$ cat src/rtl/core/audio_frame_header_decode_core_macros.svh
// Assertion macros for the audio frame header decoder.
// Each expects clk and rst_n in scope.
`ifndef AUDIO_FRAME_HEADER_DECODE_CORE_MACROS_SVH
`define AUDIO_FRAME_HEADER_DECODE_CORE_MACROS_SVH

// Same-cycle implication.
`define AFHD_ASSERT_NOW(lbl, ante, cons, msg) \
  lbl: assert property (@(posedge clk) disable iff (!rst_n) (ante) |-> (cons)) else $error(msg);

// Next-cycle implication.
`define AFHD_ASSERT_NEXT(lbl, ante, cons, msg) \
  lbl: assert property (@(posedge clk) disable iff (!rst_n) (ante) |=> (cons)) else $error(msg);

`endif

$ cat src/rtl/core/afhd_pkg.sv
// ----------------------------------------------------------------------------
// afhd_pkg
// Types, codes and lookup tables shared by the header decoder files.
// ----------------------------------------------------------------------------
`timescale 1ns / 1ps

package afhd_pkg;

  typedef enum logic [1:0] {
    FMT_MPEG = 2'd0,
    FMT_AC3  = 2'd1,
    FMT_AAC  = 2'd2,
    FMT_RSVD = 2'd3
  } fmt_t;

  typedef enum logic [3:0] {
    ST_OK        = 4'd0,
    ST_NO_SYNC   = 4'd1,
    ST_BAD_LAYER = 4'd2,
    ST_BAD_RATE  = 4'd3,
    ST_BAD_BR    = 4'd4,
    ST_AC3_BR    = 4'd5,
    ST_AC3_RATE  = 4'd6,
    ST_AAC_RATE  = 4'd7,
    ST_AAC_CHAN  = 4'd8
  } status_t;

  typedef enum logic [1:0] {
    DIV_NONE = 2'd0,
    DIV_3    = 2'd1,
    DIV_49   = 2'd2,
    DIV_147  = 2'd3
  } div_sel_t;

  localparam logic [2:0] LAYER_AC3 = 3'd4;
  localparam logic [2:0] LAYER_AAC = 3'd5;

  localparam int RECIP_SHIFT = 26;
  localparam logic [24:0] RECIP_3   = 25'd22369621;
  localparam logic [24:0] RECIP_49  = 25'd1369568;
  localparam logic [24:0] RECIP_147 = 25'd456522;

  typedef struct packed {
    logic [3:0]  status;
    logic [12:0] mul_a;
    logic [16:0] mul_b;
    logic        pre_shift;
    div_sel_t    div_sel;
    logic [1:0]  post_shift;
    logic        add_bit;
    logic [1:0]  scale_shift;
    logic        to_br;
    logic [12:0] fb_direct;
    logic [22:0] br_direct;
    logic [16:0] sr;
    logic [3:0]  ch;
    logic [2:0]  layer;
    logic        pad;
    logic [12:0] spf;
  } dec_t;

  function automatic logic [8:0] mpa_kbps(input logic lsf, input logic [1:0] lay,
                                          input logic [3:0] idx);
    logic [8:0] k;
    k = 9'd0;
    if (!lsf && lay == 2'd0) begin
      case (idx)
        4'd1: k = 9'd32;   4'd2: k = 9'd64;   4'd3: k = 9'd96;   4'd4: k = 9'd128;
        4'd5: k = 9'd160;  4'd6: k = 9'd192;  4'd7: k = 9'd224;  4'd8: k = 9'd256;
        4'd9: k = 9'd288;  4'd10: k = 9'd320; 4'd11: k = 9'd352; 4'd12: k = 9'd384;
        4'd13: k = 9'd416; 4'd14: k = 9'd448; default: k = 9'd0;
      endcase
    end else if (!lsf && lay == 2'd1) begin
      case (idx)
        4'd1: k = 9'd32;   4'd2: k = 9'd48;   4'd3: k = 9'd56;   4'd4: k = 9'd64;
        4'd5: k = 9'd80;   4'd6: k = 9'd96;   4'd7: k = 9'd112;  4'd8: k = 9'd128;
        4'd9: k = 9'd160;  4'd10: k = 9'd192; 4'd11: k = 9'd224; 4'd12: k = 9'd256;
        4'd13: k = 9'd320; 4'd14: k = 9'd384; default: k = 9'd0;
      endcase
    end else if (!lsf) begin
      case (idx)
        4'd1: k = 9'd32;   4'd2: k = 9'd40;   4'd3: k = 9'd48;   4'd4: k = 9'd56;
        4'd5: k = 9'd64;   4'd6: k = 9'd80;   4'd7: k = 9'd96;   4'd8: k = 9'd112;
        4'd9: k = 9'd128;  4'd10: k = 9'd160; 4'd11: k = 9'd192; 4'd12: k = 9'd224;
        4'd13: k = 9'd256; 4'd14: k = 9'd320; default: k = 9'd0;
      endcase
    end else if (lay == 2'd0) begin
      case (idx)
        4'd1: k = 9'd32;   4'd2: k = 9'd48;   4'd3: k = 9'd56;   4'd4: k = 9'd64;
        4'd5: k = 9'd80;   4'd6: k = 9'd96;   4'd7: k = 9'd112;  4'd8: k = 9'd128;
        4'd9: k = 9'd144;  4'd10: k = 9'd160; 4'd11: k = 9'd176; 4'd12: k = 9'd192;
        4'd13: k = 9'd224; 4'd14: k = 9'd256; default: k = 9'd0;
      endcase
    end else begin
      case (idx)
        4'd1: k = 9'd8;    4'd2: k = 9'd16;   4'd3: k = 9'd24;   4'd4: k = 9'd32;
        4'd5: k = 9'd40;   4'd6: k = 9'd48;   4'd7: k = 9'd56;   4'd8: k = 9'd64;
        4'd9: k = 9'd80;   4'd10: k = 9'd96;  4'd11: k = 9'd112; 4'd12: k = 9'd128;
        4'd13: k = 9'd144; 4'd14: k = 9'd160; default: k = 9'd0;
      endcase
    end
    return k;
  endfunction

  function automatic logic [9:0] a52_kbps(input logic [4:0] idx);
    logic [9:0] k;
    case (idx)
      5'd0: k = 10'd32;   5'd1: k = 10'd40;   5'd2: k = 10'd48;   5'd3: k = 10'd56;
      5'd4: k = 10'd64;   5'd5: k = 10'd80;   5'd6: k = 10'd96;   5'd7: k = 10'd112;
      5'd8: k = 10'd128;  5'd9: k = 10'd160;  5'd10: k = 10'd192; 5'd11: k = 10'd224;
      5'd12: k = 10'd256; 5'd13: k = 10'd320; 5'd14: k = 10'd384; 5'd15: k = 10'd448;
      5'd16: k = 10'd512; 5'd17: k = 10'd576; 5'd18: k = 10'd640;
      default: k = 10'd0;
    endcase
    return k;
  endfunction

  function automatic logic [16:0] adts_hz(input logic [3:0] idx);
    logic [16:0] h;
    case (idx)
      4'd0: h = 17'd96000;  4'd1: h = 17'd88200;  4'd2: h = 17'd64000;
      4'd3: h = 17'd48000;  4'd4: h = 17'd44100;  4'd5: h = 17'd32000;
      4'd6: h = 17'd24000;  4'd7: h = 17'd22050;  4'd8: h = 17'd16000;
      4'd9: h = 17'd12000;  4'd10: h = 17'd11025; 4'd11: h = 17'd8000;
      4'd12: h = 17'd7350;
      default: h = 17'd0;
    endcase
    return h;
  endfunction

  function automatic logic [3:0] adts_chans(input logic [2:0] idx);
    logic [3:0] c;
    case (idx)
      3'd7:    c = 4'd8;
      default: c = {1'b0, idx};
    endcase
    return c;
  endfunction

  function automatic logic [2:0] a52_chans(input logic [2:0] acmod);
    logic [2:0] c;
    case (acmod)
      3'd0: c = 3'd2; 3'd1: c = 3'd1; 3'd2: c = 3'd2; 3'd3: c = 3'd3;
      3'd4: c = 3'd3; 3'd5: c = 3'd4; 3'd6: c = 3'd4; default: c = 3'd5;
    endcase
    return c;
  endfunction

  function automatic logic [7:0] a52_lfe_mask(input logic [2:0] acmod);
    logic [7:0] m;
    case (acmod) inside
      3'd0, 3'd1:        m = 8'h10;
      3'd5, 3'd7:        m = 8'h01;
      default:           m = 8'h04;
    endcase
    return m;
  endfunction

endpackage

$ cat src/rtl/core/audio_frame_header_decode_core.sv
// ----------------------------------------------------------------------------
// audio_frame_header_decode_core
// Four-stage pipelined decoder for MPEG audio, AC-3 and AAC ADTS headers.
// ----------------------------------------------------------------------------
// Usage:
//   cfg_wr_en/cfg_wr_data write the stream format (0 MPEG, 1 AC-3, 2 ADTS);
//   write it only while the pipeline is empty.
//   Input channel in_*: seven frame-aligned header bytes per transfer.
//   Output channel out_*: one result per input transfer, in order.
//   The stages are decode/lookup, operand multiply, reciprocal
//   multiply, quotient correction and final assembly. Throughput is one
//   header per cycle while out_stall is low; the reciprocal multiplier is in stage 3.
//   When out_stall is high the last stage holds; a bubble in any stage is
//   still filled, so in_stall rises only once all four stages hold a result.
//   Synchronous reset empties the pipeline and sets the format to MPEG.
// ----------------------------------------------------------------------------
`timescale 1ns / 1ps

`include "audio_frame_header_decode_core_macros.svh"

module audio_frame_header_decode_core
  import afhd_pkg::*;
(
  input  logic        clk,
  input  logic        rst_n,
  input  logic        cfg_wr_en,
  input  logic [1:0]  cfg_wr_data,
  input  logic        in_valid,
  output logic        in_stall,
  input  logic [7:0]  in_hdr_byte0,
  input  logic [7:0]  in_hdr_byte1,
  input  logic [7:0]  in_hdr_byte2,
  input  logic [7:0]  in_hdr_byte3,
  input  logic [7:0]  in_hdr_byte4,
  input  logic [7:0]  in_hdr_byte5,
  input  logic [7:0]  in_hdr_byte6,
  output logic        out_valid,
  input  logic        out_stall,
  output logic [3:0]  out_status,
  output logic [12:0] out_frame_bytes,
  output logic [22:0] out_bit_rate_bps,
  output logic [16:0] out_sample_rate_hz,
  output logic [3:0]  out_channel_count,
  output logic [2:0]  out_layer_code,
  output logic        out_padding_bit,
  output logic [12:0] out_samples_per_frame
);

  logic [1:0]  fmt_r;
  dec_t        dec;
  logic        v1_r, v2_r, v3_r, v4_r;
  logic        adv1, adv2, adv3, adv4;
  dec_t        d1_r, d2_r, d3_r;
  logic [29:0] prod2;
  logic [22:0] p2_r, p3_r;
  logic [24:0] recip;
  logic [47:0] prod3;
  logic [22:0] q0_nxt, q0_r;
  logic [7:0]  dval;
  logic [24:0] qd, rem;
  logic [22:0] q1, qs;
  logic [13:0] fsum;
  logic [12:0] fb_nxt;
  logic [22:0] br_nxt;
  logic [3:0]  st4_r;
  logic [12:0] fb4_r, spf4_r;
  logic [22:0] br4_r;
  logic [16:0] sr4_r;
  logic [3:0]  ch4_r;
  logic [2:0]  lay4_r;
  logic        pad4_r;

  assign adv4     = !v4_r || !out_stall;
  assign adv3     = !v3_r || adv4;
  assign adv2     = !v2_r || adv3;
  assign adv1     = !v1_r || adv2;
  assign in_stall = !adv1;

  always_ff @(posedge clk) begin
    if (!rst_n) begin
      fmt_r <= FMT_MPEG;
    end else if (cfg_wr_en) begin
      fmt_r <= cfg_wr_data;
    end
  end

  afhd_hdr_decode u_dec (
    .fmt (fmt_r),
    .b0  (in_hdr_byte0),
    .b1  (in_hdr_byte1),
    .b2  (in_hdr_byte2),
    .b3  (in_hdr_byte3),
    .b4  (in_hdr_byte4),
    .b5  (in_hdr_byte5),
    .b6  (in_hdr_byte6),
    .dec (dec)
  );

  always_ff @(posedge clk) begin
    if (!rst_n) begin
      v1_r <= 1'b0;
      v2_r <= 1'b0;
      v3_r <= 1'b0;
      v4_r <= 1'b0;
    end else begin
      if (adv1) v1_r <= in_valid;
      if (adv2) v2_r <= v1_r;
      if (adv3) v3_r <= v2_r;
      if (adv4) v4_r <= v3_r;
    end
  end

  assign prod2 = 30'(d1_r.mul_a) * 30'(d1_r.mul_b);

  always_comb begin
    case (d2_r.div_sel)
      DIV_3:   recip = RECIP_3;
      DIV_49:  recip = RECIP_49;
      DIV_147: recip = RECIP_147;
      default: recip = '0;
    endcase
    prod3  = 48'(p2_r) * 48'(recip);
    q0_nxt = (d2_r.div_sel == DIV_NONE) ? p2_r : prod3[RECIP_SHIFT +: 23];
  end

  always_comb begin
    case (d3_r.div_sel)
      DIV_3:   dval = 8'd3;
      DIV_49:  dval = 8'd49;
      DIV_147: dval = 8'd147;
      default: dval = 8'd1;
    endcase
    qd     = 25'(q0_r) * 25'(dval);
    rem    = 25'(p3_r) - qd;
    q1     = q0_r + 23'(rem >= 25'(dval));
    qs     = q1 >> d3_r.post_shift;
    fsum   = 14'(qs[12:0]) + 14'(d3_r.add_bit);
    fb_nxt = d3_r.to_br ? d3_r.fb_direct : 13'(fsum << d3_r.scale_shift);
    br_nxt = d3_r.to_br ? qs : d3_r.br_direct;
  end

  always_ff @(posedge clk) begin
    if (adv1) d1_r <= dec;
    if (adv2) begin
      d2_r <= d1_r;
      p2_r <= d1_r.pre_shift ? prod2[29:7] : prod2[22:0];
    end
    if (adv3) begin
      d3_r <= d2_r;
      p3_r <= p2_r;
      q0_r <= q0_nxt;
    end
    if (adv4) begin
      st4_r  <= d3_r.status;
      fb4_r  <= fb_nxt;
      br4_r  <= br_nxt;
      sr4_r  <= d3_r.sr;
      ch4_r  <= d3_r.ch;
      lay4_r <= d3_r.layer;
      pad4_r <= d3_r.pad;
      spf4_r <= d3_r.spf;
    end
  end

  assign out_valid             = v4_r;
  assign out_status            = st4_r;
  assign out_frame_bytes       = fb4_r;
  assign out_bit_rate_bps      = br4_r;
  assign out_sample_rate_hz    = sr4_r;
  assign out_channel_count     = ch4_r;
  assign out_layer_code        = lay4_r;
  assign out_padding_bit       = pad4_r;
  assign out_samples_per_frame = spf4_r;

  `AFHD_ASSERT_NOW(a_err_zero, out_valid && out_status != ST_OK, out_frame_bytes == 13'd0 && out_bit_rate_bps == 23'd0 && out_sample_rate_hz == 17'd0 && out_layer_code == 3'd0, "error result carries nonzero fields")
  `AFHD_ASSERT_NOW(a_stall_full, in_stall, v1_r && v2_r && v3_r && v4_r, "input stalled with a free stage")
  `AFHD_ASSERT_NEXT(a_stage_move, v3_r && adv4, v4_r, "stage 3 item lost on advance")
  `AFHD_ASSERT_NOW(a_ac3_spf, out_valid && out_layer_code == LAYER_AC3, out_samples_per_frame == 13'd1536 && out_status == ST_OK, "AC-3 result has wrong frame size")

endmodule

$ cat src/rtl/core/afhd_hdr_decode.sv
// ----------------------------------------------------------------------------
// afhd_hdr_decode
// Sync check, field extraction and table lookup for one header; sets up
// the operands of the shared multiply and constant-divide path.
// ----------------------------------------------------------------------------
`timescale 1ns / 1ps

module afhd_hdr_decode
  import afhd_pkg::*;
(
  input  logic [1:0] fmt,
  input  logic [7:0] b0,
  input  logic [7:0] b1,
  input  logic [7:0] b2,
  input  logic [7:0] b3,
  input  logic [7:0] b4,
  input  logic [7:0] b5,
  input  logic [7:0] b6,
  output dec_t       dec
);

  logic [2:0]  m_layer;
  logic        m_lsf;
  logic        m_ext;
  logic [1:0]  m_sri;
  logic [8:0]  m_kbps;
  logic [1:0]  m_exp;
  logic [16:0] m_base;
  logic [4:0]  a_code;
  logic [1:0]  a_rc;
  logic [9:0]  a_kbps;
  logic [2:0]  a_acmod;
  logic [1:0]  a_shift;
  logic [16:0] a_base;
  logic [16:0] c_sr;
  logic [3:0]  c_ch;
  logic [2:0]  c_blk;

  always_comb begin
    m_layer = 3'(3'd4 - {1'b0, b1[2:1]});
    m_lsf   = b1[4] ? ~b1[3] : 1'b1;
    m_ext   = ~b1[4];
    m_sri   = b2[3:2];
    m_kbps  = mpa_kbps(m_lsf, m_layer[1:0] - 2'd1, b2[7:4]);
    m_exp   = (m_layer == 3'd3) ? {1'b0, m_ext} : 2'({1'b0, m_lsf} + {1'b0, m_ext});
    case (m_sri)
      2'd0:    m_base = 17'd44100;
      2'd1:    m_base = 17'd48000;
      default: m_base = 17'd32000;
    endcase

    a_code  = b4[5:1];
    a_rc    = b4[7:6];
    a_kbps  = a52_kbps(a_code);
    a_acmod = b6[7:5];
    case (b5[6:3])
      4'd9:    a_shift = 2'd1;
      4'd10:   a_shift = 2'd2;
      4'd11:   a_shift = 2'd3;
      default: a_shift = 2'd0;
    endcase
    case (a_rc)
      2'd0:    a_base = 17'd48000;
      2'd1:    a_base = 17'd44100;
      default: a_base = 17'd32000;
    endcase

    c_sr  = adts_hz(b2[5:2]);
    c_ch  = adts_chans({b2[0], b3[7:6]});
    c_blk = {1'b0, b6[1:0]} + 3'd1;

    dec        = '0;
    dec.status = ST_OK;

    unique case (fmt_t'(fmt))
      FMT_MPEG: begin
        if (b0 != 8'hFF || b1[7:5] != 3'b111) begin
          dec.status = ST_NO_SYNC;
        end else if (m_layer == 3'd4) begin
          dec.status = ST_BAD_LAYER;
        end else if (m_sri == 2'd3) begin
          dec.status = ST_BAD_RATE;
        end else if (m_kbps == 9'd0) begin
          dec.status = ST_BAD_BR;
        end else begin
          dec.mul_a = {4'd0, m_kbps};
          if (m_layer == 3'd1) begin
            dec.scale_shift = 2'd2;
            unique case (m_sri)
              2'd1: begin
                dec.mul_b = 17'(17'd1 << m_exp);
                dec.post_shift = 2'd2;
              end
              2'd2: begin
                dec.mul_b = 17'(17'd3 << m_exp);
                dec.post_shift = 2'd3;
              end
              default: begin
                dec.mul_b = 17'(17'd40 << m_exp);
                dec.div_sel = DIV_147;
              end
            endcase
            dec.spf = 13'd384;
          end else begin
            unique case (m_sri)
              2'd1: begin
                dec.mul_b = 17'(17'd3 << m_exp);
              end
              2'd2: begin
                dec.mul_b = 17'(17'd9 << m_exp);
                dec.post_shift = 2'd1;
              end
              default: begin
                dec.mul_b = 17'(17'd160 << m_exp);
                dec.div_sel = DIV_49;
              end
            endcase
            dec.spf = (m_layer == 3'd3 && m_lsf) ? 13'd576 : 13'd1152;
          end
          dec.add_bit   = b2[1];
          dec.br_direct = 23'(m_kbps) * 23'd1000;
          dec.sr        = m_base >> (2'({1'b0, m_lsf} + {1'b0, m_ext}));
          dec.ch        = (b3[7:6] == 2'd3) ? 4'd1 : 4'd2;
          dec.layer     = m_layer;
          dec.pad       = b2[1];
        end
      end
      FMT_AC3: begin
        if (b0 != 8'h0B || b1 != 8'h77) begin
          dec.status = ST_NO_SYNC;
        end else if (a_code >= 5'd19) begin
          dec.status = ST_AC3_BR;
        end else if (a_rc == 2'd3) begin
          dec.status = ST_AC3_RATE;
        end else begin
          dec.mul_a = {3'd0, a_kbps};
          unique case (a_rc)
            2'd0:    dec.mul_b = 17'd4;
            2'd2:    dec.mul_b = 17'd6;
            default: begin
              dec.mul_b       = 17'd320;
              dec.div_sel     = DIV_147;
              dec.add_bit     = b4[0];
              dec.scale_shift = 2'd1;
            end
          endcase
          dec.br_direct = 23'(a_kbps) * 23'd1000;
          dec.sr        = a_base >> a_shift;
          dec.ch        = {1'b0, a52_chans(a_acmod)}
                          + {3'd0, (b6 & a52_lfe_mask(a_acmod)) != 8'd0};
          dec.layer     = LAYER_AC3;
          dec.spf       = 13'd1536;
        end
      end
      FMT_AAC: begin
        if (b0 != 8'hFF || b1[7:4] != 4'hF) begin
          dec.status = ST_NO_SYNC;
        end else if (c_sr == 17'd0) begin
          dec.status = ST_AAC_RATE;
        end else if (c_ch == 4'd0) begin
          dec.status = ST_AAC_CHAN;
        end else begin
          dec.fb_direct = {b3[1:0], b4, b5[7:5]};
          dec.mul_a     = {b3[1:0], b4, b5[7:5]};
          dec.mul_b     = c_sr;
          dec.pre_shift = 1'b1;
          dec.to_br     = 1'b1;
          case (c_blk)
            3'd2:    dec.post_shift = 2'd1;
            3'd3:    dec.div_sel = DIV_3;
            3'd4:    dec.post_shift = 2'd2;
            default: dec.post_shift = 2'd0;
          endcase
          dec.sr    = c_sr;
          dec.ch    = c_ch;
          dec.layer = LAYER_AAC;
          dec.spf   = 13'({c_blk, 10'd0});
        end
      end
      default: dec.status = ST_NO_SYNC;
    endcase
  end

endmodule

$ cat config.mk
export PLATFORM = sky130hd
export DESIGN_NAME = audio_frame_header_decode_core
export DESIGN_NICKNAME = d
export VERILOG_FILES = /design/src/rtl/core/afhd_pkg.sv /design/src/rtl/core/audio_frame_header_decode_core.sv /design/src/rtl/core/afhd_hdr_decode.sv
export VERILOG_INCLUDE_DIRS = /design/src /design/src/rtl/core
export SDC_FILE = /design/constraint.sdc
export NUM_CORES = 2
export LEC_CHECK = 0
export ABC_AREA = 1
export BUFFER_PORTS_ARGS = -buffer_cell sky130_fd_sc_hd__buf_2
export CAP_MARGIN = 20
export CORE_MARGIN = 8
export CORE_UTILIZATION = 30
export CTS_CLUSTER_DIAMETER = 100
export CTS_CLUSTER_SIZE = 40
export DETAILED_ROUTE_END_ITERATION = 10
export GPL_TIMING_DRIVEN = 0
export PLACE_DENSITY_LB_ADDON = 0.12
export REMOVE_ABC_BUFFERS = 1
export SYNTH_ARGS = -nofsm -noshare
export SYNTH_HDL_FRONTEND = slang
export SYNTH_SLANG_ARGS = --single-unit
$ cat constraint.sdc
create_clock -name clk -period 25.2 [get_ports clk]
set_input_delay 3.78 -clock clk [delete_from_list [all_inputs] [get_ports clk]]
set_output_delay 3.78 -clock clk [all_outputs]
set_load 0.03 [all_outputs]
==> impl_metrics.toml <==
[synthesis]
synth_cell_types = 56
avgSynthCellArea_um2 = 9.14
ys_seq_area_share_pct = 25.3
synth_ff_type = "edfxtp_1"
ys_seq_elements = 389
synth-edff-count = 383
ys_warn_count = 0
synth_cells = 5035
synthArstFlopShare_pct = 0
netlist_area_um2 = 46000

[cells_and_area]
final-seq-area_um2 = 11600
final_core_util_pct = 32.7
drive_gt1_share_pct = 4.66
nets = 6276
syn2layout_area_growth_pct = 8.26
multi_input_area_um2 = 29200
nFillCells = 16000

[pwr]
ir_drop_mv = 0.0376
pwr-share-clk_pct = 30.3
p_comb_share_pct = 16.3
switching_share_pct = 28.7
seq_power_share_pct = 53.5
power_density_nw_per_um2 = 26.5
p_int_mw = 0.940
power_leakage_nw = 26.1
power_switching_mw = 0.379

[route]
wl_per_cell_um = 19.7
finalWirelength_mm = 141
dr.first_iter.drc_count = 2262
drc = 0
met3_length_mm = 5.49
met2_length_mm = 64.7
wl_met1_mm = 66.8
ant_nets = 0
vias = 32700
first_pass_iters = 5
highest_layer = "met5"
vias_per_cell = 4.59

[global_routing]
grt_max_degree = 83
grt_pass1_vias = 34900
grt_pass1_wl_mm = 216
antenna_found_initial = 11
grt_util_all_layers_pct = 16.7
grt_overflow = 0

[timing]
post-route-period-util_pct = 39.3
hold_violations = 0
fmax_ghz = 0.101
finClkSkew_ns = 0.0597
period_needed_ns = 9.91
drv_slew = 0
setup_ws_ns = 15.29
rsz0062_at_grt = "no"
tightest_slew_ns = 0.988
setup_viol = 0
max_slew_margin_pct = 34.2
setup-tns-final_ns = 0

[clocking]
postCtsHoldBufs = 0
clock_sinks = 389
cts-root-buf = "clkbuf_16"
clk_pin_slew_ns = 0.14
htree_num_levels = 1
clockBufferDepth = 3
insertion_delay_ns = 0.60
cts_buffers = 18
cts_tree = "built"
post_cts_buffers = 0
cts_resized = 0

[worst_setup_path]
cp.required_ns = 25.52
critPathSlowestCell = "clkinv_1"
reg2reg_slack_ns = 16.06
startpoint_type = "primary input"
max_stage_delay_ns = 0.84
path_max_fanout = 17
crit_family = "adder cells"
worstPathArrival_ns = 10.23
critPathCaptureType = "register"
cpMostUsedCell = "inv_1"
critPathBufInv = 8
path_class = "primary input to register"
r2r-end = "q0_r[13]"
worst_r2r_path_depth = 27
reg2reg_from = "d2_r[81]"

[place]
place.gp.congestion = 0.888
dp_hpwl_mm = 119
portBuffers = 128
dp_worst_setup_slack_ns = 14.77

[floorplan]
io_pins = 143
die_h_um = 408
rows = 143
start_util_pct = 30.2
die_area_um2 = 166000
design.core.area_um2 = 152000
die_x_um = 408

[min_path]
hold_path_depth = 0
hold_end = "out_sample_rate_hz[12]"
hp-class = "register to register"
worstHoldStart = "d3_r[33]"

[outcome]
status = "finished clean"

[job]
maxCapViolCount = 0
## Yosys cell counts (14+ instances only)
master    number  area share, %
a21o_1        14           0.23
a21oi_1      172            1.9
a31oi_1       14           0.19
buf_2         16           0.17
clkbuf_1      97           0.79
edfxtp_1     383             25
fa_1         654             28
ha_1         480             13
inv_1       1239             10
nand2_1      906            7.4
nand3_1      207            2.3
nand4_1       28           0.38
nor2_1       329            2.7
nor3_1        28           0.30
o211ai_1      19           0.31
o21a_1        14           0.23
o21ai_0      174            1.9
o221ai_1      23           0.44
or2_2         18           0.24
xnor2_1       33           0.63
xor2_1        37           0.70
## cells by family after synthesis
kind of cell             share of synthesized area (%)
other                                          0.00815
AO/OA/AOI/OAI                                     6.19
adder cells (fa/ha/maj)                           41.5
AND/OR/NAND/NOR                                   14.3
buffers and inverters                             11.3
flip-flops                                        25.3
XOR/XNOR                                          1.33
multiplexers                                     0.131
## state kept, by name, indices dropped and copies added, names as in the netlist, 7 cells and up
| signal | cells |
|---|---|
| d1_r | 100 |
| out_bit_rate_bps | 23 |
| out_sample_rate_hz | 17 |
| q0_r | 23 |
| p2_r | 23 |
| p3_r | 23 |
| out_samples_per_frame | 7 |
| d2_r | 71 |
| out_frame_bytes | 13 |
| d3_r | 71 |
## cell type report
cell class	instances	share of cell area [%]
Antenna cell	3	0.0151
Clock buffer	20	0.962
Clock inverter	11	0.477
Inverter	1249	9.44
Multi-Input combinational cell	3277	58.7
Sequential cell	389	23.3
Tap cell	2030	5.10
Timing Repair Buffer	144	2.00
## cells in the final DEF, fill, tap and decap left out, drive strengths merged, types with 7 or more instances in the layout
| cell type | synthesis | routed |
|---|---|---|
| xnor2 | 33 | 33 |
| nor3 | 28 | 28 |
| o21a | 14 | 14 |
| ha | 480 | 480 |
| nand2 | 921 | 921 |
| inv | 1242 | 1247 |
| buf | 28 | 143 |
| clkbuf | 97 | 20 |
| o21ai | 178 | 178 |
| nand4 | 28 | 28 |
| a21o | 14 | 14 |
| or2 | 18 | 18 |
| nand3 | 212 | 212 |
| edfxtp | 383 | 383 |
| o22ai | 12 | 12 |
| a21oi | 172 | 172 |
| clkinv | 7 | 13 |
| nor2 | 340 | 340 |
| fa | 654 | 654 |
| o211ai | 19 | 19 |
| o31ai | 7 | 7 |
| xor2 | 37 | 37 |
| o221ai | 23 | 23 |
| a31oi | 14 | 14 |
| nand3b | 10 | 10 |
| nor4 | 7 | 7 |
## metrics by stage
stage	cells	cell area [um2]	total power, mW	hold slack (ns)
2_1_floorplan	4915	45500	0.872	0.400
3_3_place_gp	7073	48700	0.935	0.401
3_5_place_dp	7089	49100	0.935	0.405
4_1_cts	7120	49800	1.34	0.381
5_1_grt	7121	49800	1.39	0.388
6_report	7123	49800	1.32	0.380
## how the worst max path moves through the flow
stage               slack [ns]  cells past startpoint  endpoint             from
floorplan                10.99                      6  in_stall        out_stall
global placement          7.16                      8  in_stall        out_stall
detailed placement       14.77                     24  d1_r[55]  in_hdr_byte1[2]
CTS                      15.39                     24  d1_r[55]  in_hdr_byte1[2]
global route             14.88                     27  d1_r[55]  in_hdr_byte1[1]
finish                   15.29                     27  d1_r[55]  in_hdr_byte1[2]
## power groups by stage
| stage | logic [mW] | registers [mW] | clock network, mW |
|---|---|---|---|
| 2_1_floorplan | 0.148 | 0.724 | 0 |
| 3_3_place_gp | 0.215 | 0.720 | 0 |
| 3_5_place_dp | 0.214 | 0.720 | 0 |
| 4_1_cts | 0.217 | 0.705 | 0.418 |
| 5_1_grt | 0.248 | 0.706 | 0.436 |
| 6_report | 0.214 | 0.705 | 0.399 |
## per-layer routing
layer	global-route usage, %	up-vias
met5	0	-
met4	3.54	2
met3	1.67	132
met2	27.7	609
met1	23.8	16300
li1	-	15700
Note: power is estimated with default switching activity, not from simulation.
